===== src/hdl/mfpvc_pkg.sv =====
package mfpvc_pkg;

    localparam int MAX_VERTICES = 65536;
    localparam int MAX_FACES    = 131072;

    localparam int IDX_W   = 16;
    localparam int FACE_W  = 17;
    localparam int NV_W    = 17;
    localparam int NF_W    = 18;
    localparam int EP_W    = 8;
    localparam int VDEPTH  = (MAX_VERTICES < (1 << IDX_W)) ? MAX_VERTICES : (1 << IDX_W);
    localparam int VA_W    = $clog2(VDEPTH);
    localparam int QDEPTH  = 4;
    localparam int QA_W    = $clog2(QDEPTH);

    localparam int IN_TDATA_W  = 72;
    localparam int IN_TUSER_W  = 2;
    localparam int OUT_TDATA_W = 104;

    typedef enum logic [1:0] {
        FUNC_SET   = 2'd0,
        FUNC_START = 2'd1,
        FUNC_FACE  = 2'd2
    } t_func;

    localparam logic KIND_VERTEX = 1'b0;
    localparam logic KIND_FACE   = 1'b1;

    typedef struct packed {
        logic             is_start;
        logic [IDX_W-1:0] a;
        logic [IDX_W-1:0] b;
        logic [IDX_W-1:0] c;
    } t_cmd;

    typedef struct packed {
        logic push;
        t_cmd cmd;
    } t_q_wr;

    typedef struct packed {
        logic clearing;
    } t_back_status;

    typedef struct packed {
        logic [EP_W-1:0]  epoch;
        logic [IDX_W-1:0] idx;
    } t_remap;

    localparam int REMAP_W = $bits(t_remap);

    function automatic logic in_range(input logic [IDX_W-1:0] v);
        return int'(v) < MAX_VERTICES;
    endfunction

endpackage


===== src/hdl/mfpvc_fifo.sv =====
module mfpvc_fifo (
    input  logic                 i_clk,
    input  logic                 i_rst_n,
    input  mfpvc_pkg::t_q_wr     i_wr,
    input  logic                 i_pop,
    output logic                 o_full,
    output logic                 o_empty,
    output mfpvc_pkg::t_cmd      o_head
);

    mfpvc_pkg::t_cmd              r_entry [mfpvc_pkg::QDEPTH];
    logic [mfpvc_pkg::QA_W-1:0]   r_wp;
    logic [mfpvc_pkg::QA_W-1:0]   r_rp;
    logic [mfpvc_pkg::QA_W:0]     r_count;
    logic                         do_push;
    logic                         do_pop;

    assign o_full  = (r_count == (mfpvc_pkg::QA_W+1)'(mfpvc_pkg::QDEPTH));
    assign o_empty = (r_count == '0);
    assign o_head  = r_entry[r_rp];
    assign do_push = i_wr.push && !o_full;
    assign do_pop  = i_pop && !o_empty;

    always_ff @(posedge i_clk) begin
        if (do_push) begin
            r_entry[r_wp] <= i_wr.cmd;
        end
        if (!i_rst_n) begin
            r_wp    <= '0;
            r_rp    <= '0;
            r_count <= '0;
        end else begin
            if (do_push) begin
                r_wp <= r_wp + 1'b1;
            end
            if (do_pop) begin
                r_rp <= r_rp + 1'b1;
            end
            case ({do_push, do_pop})
                2'b10:   r_count <= r_count + 1'b1;
                2'b01:   r_count <= r_count - 1'b1;
                default: r_count <= r_count;
            endcase
        end
    end

endmodule


===== config.mk =====
export PLATFORM = sky130hd
export DESIGN_NAME = mfpvc_fifo
export DESIGN_NICKNAME = d
export VERILOG_FILES = /design/src/hdl/mfpvc_pkg.sv /design/src/hdl/mfpvc_fifo.sv
export SDC_FILE = /design/constraint.sdc
export NUM_CORES = 1
export LEC_CHECK = 0
export BUFFER_PORTS_ARGS = -buffer_cell sky130_fd_sc_hd__buf_2
export CORE_MARGIN = 2
export CORE_UTILIZATION = 35
export CTS_CLUSTER_SIZE = 12
export DETAILED_ROUTE_END_ITERATION = 7
export PLACE_DENSITY = 0.61
export SYNTH_ARGS = -nofsm -noshare
export SYNTH_HDL_FRONTEND = slang
export SYNTH_SLANG_ARGS = --single-unit

===== constraint.sdc =====
create_clock -name i_clk -period 4.3 [get_ports i_clk]
set_input_delay 0.43 -clock i_clk [delete_from_list [all_inputs] [get_ports i_clk]]
set_output_delay 0.43 -clock i_clk [all_outputs]
set_load 0.05 [all_outputs]

Word-level counts from Yosys, hierarchy flattened
Memory sizes are Yosys's and may differ from the RTL's. A register that Yosys moved wholly into a read port is not among the register bits.
Index checks and enable logic that the tools add are counted.
W data, S select, Z words.
{"block": "word_totals", "ramBits": 196, "ff_bits": 7, "wordCells": 22, "memories": 1, "input_bits": 53}
{"block": "classes", "eq_ne": 3, "muxes": 5, "add_sub_neg": 4, "reduce_logical": 6}
{"memory": "r_entry", "depth": 4, "width": 49, "rd": 1, "rd_ports_with_merged_regs": 1, "write_ports": 1, "line_no": "mfpvc_fifo.sv:11", "rtl": "mfpvc_pkg::t_cmd r_entry [mfpvc_pkg::QDEPTH];"}
{"operator": "$pmux W3 S2", "count": 1}
{"operator": "$add A2 B1 Y2 const B", "count": 2}
{"operator": "$mux W2", "count": 2}
{"operator": "$add A3 B1 Y3 const B", "count": 1}
{"operator": "$eq A3 B3 Y1 const B", "count": 1}
{"operator": "$logic_not A3 Y1", "count": 1}
{"operator": "$sub A3 B1 Y3 const B", "count": 1}
{"operator": "$eq A2 B1 Y1 const B", "count": 1}
{"operator": "$eq A2 B2 Y1 const B", "count": 1}
{"operator": "$logic_and A1 B1 Y1", "count": 2}
{"operator": "$logic_not A1 Y1", "count": 2}
{"operator": "$mux W1", "count": 2}
{"operator": "$reduce_bool A2 Y1", "count": 1}

Logic depth before layout (Yosys ltp)
{"block": "depth", "word_depth": 5, "mapped_depth": 10, "mapped_depth_nobuf": 9}

Least setup slack after synthesis
No wires, ideal clock.
{"block": "synth_path", "kind": "reg-to-reg", "start": "register r_count[2] in the netlist's numbering", "end": "register r_count[2] in the netlist's numbering", "stages_incl_launch_ff": 11, "setup_ps": 76, "arrival_ps": 3087, "slack_ps": 1138, "n_path_buf": 1, "period_less_slack_ps": 3162, "cell_sequence": "dfxtp_1 -> nor3b_1 -> nor2b_1 -> clkbuf_1 -> inv_1 -> ha_1 -> inv_1 -> fa_1 -> xor2_1 -> or3_1 -> a21boi_0"}
{"block": "synth_via", "elab_chain_len": 5, "word_cells_on_any_way": 12, "cone_classes": "add/sub: 2; eq/ne: 3; mux: 1; reduce/logical: 6"}
{"item": "start, declared", "line_no": "mfpvc_fifo.sv:14", "rtl": "logic [mfpvc_pkg::QA_W:0] r_count;"}
{"item": "start signal, assigned", "line_no": "mfpvc_fifo.sv:40", "rtl": "2'b10: r_count <= r_count + 1'b1;"}
{"item": "start signal, assigned", "line_no": "mfpvc_fifo.sv:41", "rtl": "2'b01: r_count <= r_count - 1'b1;"}
{"item": "start signal, assigned", "line_no": "mfpvc_fifo.sv:42", "rtl": "default: r_count <= r_count;"}
{"item": "$eq A3 B3 Y1 (*)", "line_no": "mfpvc_fifo.sv:18", "rtl": "assign o_full = (r_count == (mfpvc_pkg::QA_W+1)'(mfpvc_pkg::QDEPTH));"}
{"item": "via o_full", "line_no": "mfpvc_fifo.sv:6", "rtl": "output logic o_full,"}
{"item": "$logic_not A1 Y1 (*)", "line_no": "mfpvc_fifo.sv:21", "rtl": "assign do_push = i_wr.push && !o_full;"}
{"item": "$logic_and A1 B1 Y1 (*)", "line_no": "mfpvc_fifo.sv:21"}
{"item": "$eq A2 B1 Y1 / $eq A2 B2 Y1 (equally long branches)", "line_no": "mfpvc_fifo.sv:39", "rtl": "case ({do_push, do_pop})"}
{"item": "$pmux W3 S2 / $reduce_bool A2 Y1 (equally long branches)"}
Mark *: on every way through the listed nets, which the timed path passes. The rest lies on a longest branch.
A chain may end at the register's enable or synchronous reset.

==> metrics.sh <==
RUN_STATUS='finished clean'
OVERFLOW=0
SETUP.WORST_PATH.START_CLASS='flip-flop'
FINAL_LAYOUT_SIZE_SUFFIX_GT1_SHARE_PCT=42.7
FLOORPLAN.ROWS=53
MAX-CLOCK-PATH-BUFFERS=3
FINALINSTANCEAREA_UM2=9010
SYNTH_INSTANCES=310
SYN_AREA_PER_CELL_UM2=24.5
FINAL_COMMON_CELL='sky130_fd_sc_hd__edfxtp_1'
WL_PER_CELL_UM=19.1
LEAKAGE_nW=3.00
POWER_DENSITY_nW_PER_UM2=647
ROUTED-VIA-COUNT=3409
LENGTH_IN_CELLS_OF_THE_WORST_REG_TO_REG_PATH=4
SYNTH_FP_NETS=369
CTSROOTBUFFERMASTER='sky130_fd_sc_hd__clkbuf_16'
TRITONCTS='done'
SETUP_VIOL_COUNT_FINAL=0
LARGEST_NET_DEGREE_AT_THE_START_OF_GLOBAL_ROUTING=50
WORST-ENDPOINT-ARRIVAL_NS=2.49
R2R-START='r_count[0]$_SDFFE_PN0P_'
HP-CLASS='in2reg'
FINAL_WEIGHTED_CONGESTION_IN_ROUTABILITY_DRIVEN_PLACEMENT=0.683
PLACEABLECOREAREA_UM2=21200
POST_CTS_HOLD_BUFFERS=0
CTS-HTREE-LEVELS=1
SYNTHTOLAYOUTAREAGROWTH_PCT=18.8
NUMBER_OF_ANTENNA_VIOLATIONS_AT_THE_FIRST_CHECK_IN_GLOBAL_ROUTING=3
POST_SYNTH_INSTANCE_AREA_UM2=7580
SLEW_HEADROOM_PCT=27.8
CTS_SINKS=205
FINALWIRELENGTH_UM=13600
PORT_BUFFERS=103
FINAL-HOLD-VIOLATION-COUNT=0
PATH_CLK_SLEW_NS=0.06
CRIT_PATH_MAX_FANOUT=38
FIN_CRIT_NS=2.92
NUMCTSBUFFERS=22
NETLIST-CELL-TYPE-COUNT=26
FINAL.PERIOD_UTILIZATION_PCT=68.0
CRITICAL_PATH.ENDPOINT_TYPE='output pin'
CRITICAL_PATH_CLASS='reg2out'
INITIALDRTVIOLATIONCOUNT=187
ENDPOINT='o_head[26]'
ANTENNA_LEFT=0
FIN_WORST_HOLD_SLACK_NS=0.159
FMAX_MHz=342
VIAS_PER_INST=4.77
MAX_CAP_VIOLATIONS=0
SYNTH.YOSYS.SEQ_AREA_SHARE_PCT=80.0
HOLDPATHSTAGES=1
GRT_UTIL_ALL_LAYERS_PCT=12.0
POST-ROUTE-DRC-COUNT=0
FINAL.SETUP.WORST_SLACK_NS=1.38
DIE_WIDTH_UM=151
WORST_EP_REQUIRED_TIME_NS=3.87
POST_DP_CELL_AREA_UM2=8380
PLACEMENT.SETUP.WORST_SLACK_NS=1.71
RSZ0062_AT_GRT='false'
FP.DIEH_UM=151
NETS_FINAL=488
FLOORPLAN.DIE_AREA_UM2=22900
CTS_RESIZED=0
PEAKVDDDROP_mV=0.349
YOSYS_WARNINGS=0
N_FILL_CELL=1796
VIAS_IN_THE_FIRST_GLOBAL_ROUTE=3824
FINALSETUPTNS_NS=0
CTS.REPAIR_TIMING.SETUP_BUFFER_COUNT=0
CRITICAL_PATH.REG2REG.ENDPOINT='r_entry[1][45]$_DFFE_PP_'
TIMING.CLOCK.SKEW_NS=0.0127
SYNTH.FF_LATCH_COUNT=205
CLK_LATENCY_NS=0.48
FINAL-MAX-SLEW-VIOLATION-COUNT=0
REG2REG_SLACK_NS=1.88
MOST_USED_CELLS_IN_THE_LAYOUT_EXCLUDING_FILL_AND_TAP_CELLS='sky130_fd_sc_hd__edfxtp_1, sky130_fd_sc_hd__buf_2, sky130_fd_sc_hd__mux4_2'
PLACE.DETAILED.HPWL_UM=8270
FLOORPLAN.IO_PINS=104
FLOORPLAN.INITIALDENSITY_PCT=35.8
TIGHTEST_SLEW_NS=1.08
GRT_FIRST_PASS_WIRELENGTH_UM=20700
DETAILEDROUTE.FIRSTPASSITERATIONCOUNT=5
cells in the mapped netlist:
| master | count | area (um2) |
|---|---|---|
| sky130_fd_sc_hd__or4bb_1 | 1 | 11.3 |
| sky130_fd_sc_hd__dfxtp_1 | 9 | 180 |
| sky130_fd_sc_hd__and2_1 | 6 | 37.5 |
| sky130_fd_sc_hd__nor3_2 | 1 | 10.0 |
| sky130_fd_sc_hd__buf_6 | 1 | 11.3 |
| sky130_fd_sc_hd__xor2_1 | 1 | 8.76 |
| sky130_fd_sc_hd__nand2_1 | 7 | 26.3 |
| sky130_fd_sc_hd__ha_1 | 5 | 62.6 |
| sky130_fd_sc_hd__inv_1 | 6 | 22.5 |
| sky130_fd_sc_hd__buf_2 | 2 | 10.0 |
| sky130_fd_sc_hd__clkbuf_2 | 1 | 5.00 |
| sky130_fd_sc_hd__mux4_1 | 2 | 52.6 |
| sky130_fd_sc_hd__buf_12 | 2 | 40.0 |
| sky130_fd_sc_hd__mux2i_1 | 2 | 20.0 |
| sky130_fd_sc_hd__a21boi_0 | 2 | 15.0 |
| sky130_fd_sc_hd__mux4_2 | 47 | 1060 |
| sky130_fd_sc_hd__nor2b_1 | 2 | 12.5 |
| sky130_fd_sc_hd__or3_1 | 2 | 12.5 |
| sky130_fd_sc_hd__o21ai_0 | 5 | 25.0 |
| sky130_fd_sc_hd__edfxtp_1 | 196 | 5890 |
| sky130_fd_sc_hd__fa_1 | 1 | 20.0 |
| sky130_fd_sc_hd__buf_4 | 3 | 22.5 |
| sky130_fd_sc_hd__buf_1 | 3 | 11.3 |
| sky130_fd_sc_hd__nor3b_1 | 1 | 7.51 |
| sky130_fd_sc_hd__clkbuf_1 | 1 | 3.75 |
| sky130_fd_sc_hd__xnor2_1 | 1 | 8.76 |
metrics by stage:
stage                     std cells  utilization [%]  power, mW
after floorplan                 310                -       3.91
after global placement          680             39.6       4.24
after detailed placement        680             39.6       4.27
after CTS                       713             42.6       5.92
after global routing            713             42.6       6.09
final                           714             42.6       5.82
layout make-up:
| type | instances | area, um2 | share of cell area, % |
|---|---|---|---|
| flip-flops and latches | 205 | 6070 | 67.4 |
| well taps | 275 | 344 | 3.82 |
| multi-input cells | 86 | 1390 | 15.5 |
| diodes | 1 | 2.50 | 0.0278 |
| inverters | 6 | 22.5 | 0.250 |
| repair buffers | 108 | 553 | 6.14 |
| clock inverters | 6 | 28.8 | 0.320 |
| clock buffers | 27 | 591 | 6.56 |
flip-flops by register name, indices dropped and copies added (netlist names), named ones only:
name	count
r_count	3
r_entry	196
r_rp	2
r_wp	2
logic make-up (layout without fill, tap and decap cells):
family	after synthesis	after routing	synth area share (%)
adder cells (fa/ha/maj)	6	6	1.09
AND/OR/NAND/NOR	20	20	1.55
multiplexers	51	51	14.9
other	0	1	0
XOR/XNOR	2	2	0.231
AO/OA/AOI/OAI	7	7	0.528
buffers and inverters	19	147	1.67
flip-flops	205	205	80.0
where the power goes:
group / leakage [nW] / internal, mW / switching [mW]
Sequential: 1.87 / 2.41 / 0.187
Combinational: 0.822 / 0.513 / 1.08
Clock: 0.303 / 0.960 / 0.677
Total: 3.00 / 3.88 / 1.94
how the worst min path moves through the flow:
stage	start	endpoint	slack (ns)
floorplan	r_rp[0]$_SDFFE_PN0P_	flip-flop	0.46
global placement	r_wp[1]$_SDFFE_PN0P_	r_wp[1]$_SDFFE_PN0P_	0.47
detailed placement	r_rp[0]$_SDFFE_PN0P_	flip-flop	0.50
CTS	i_wr[47]	r_entry[0][47]$_DFFE_PP_	0.14
global route	i_wr[16]	r_entry[2][16]$_DFFE_PP_	0.14
finish	i_wr[35]	r_entry[2][35]$_DFFE_PP_	0.16
per-layer routing:
layer | track usage [%] | vias to the layer above | wire length (um)
li1 | - | 1534 | -
met1 | 15.3 | 1768 | 5740
met2 | 19.9 | 81 | 6620
met3 | 3.86 | 24 | 1000
met4 | 3.18 | 2 | 231
met5 | 0 | - | 14
worst max-delay path: stages (launching register included):
cell and delay (ns):
sky130_fd_sc_hd__dfxtp_2 1.04, sky130_fd_sc_hd__buf_4 0.37, sky130_fd_sc_hd__mux4_2 0.34, sky130_fd_sc_hd__buf_2 0.23
(Power assumes the default switching activity.)
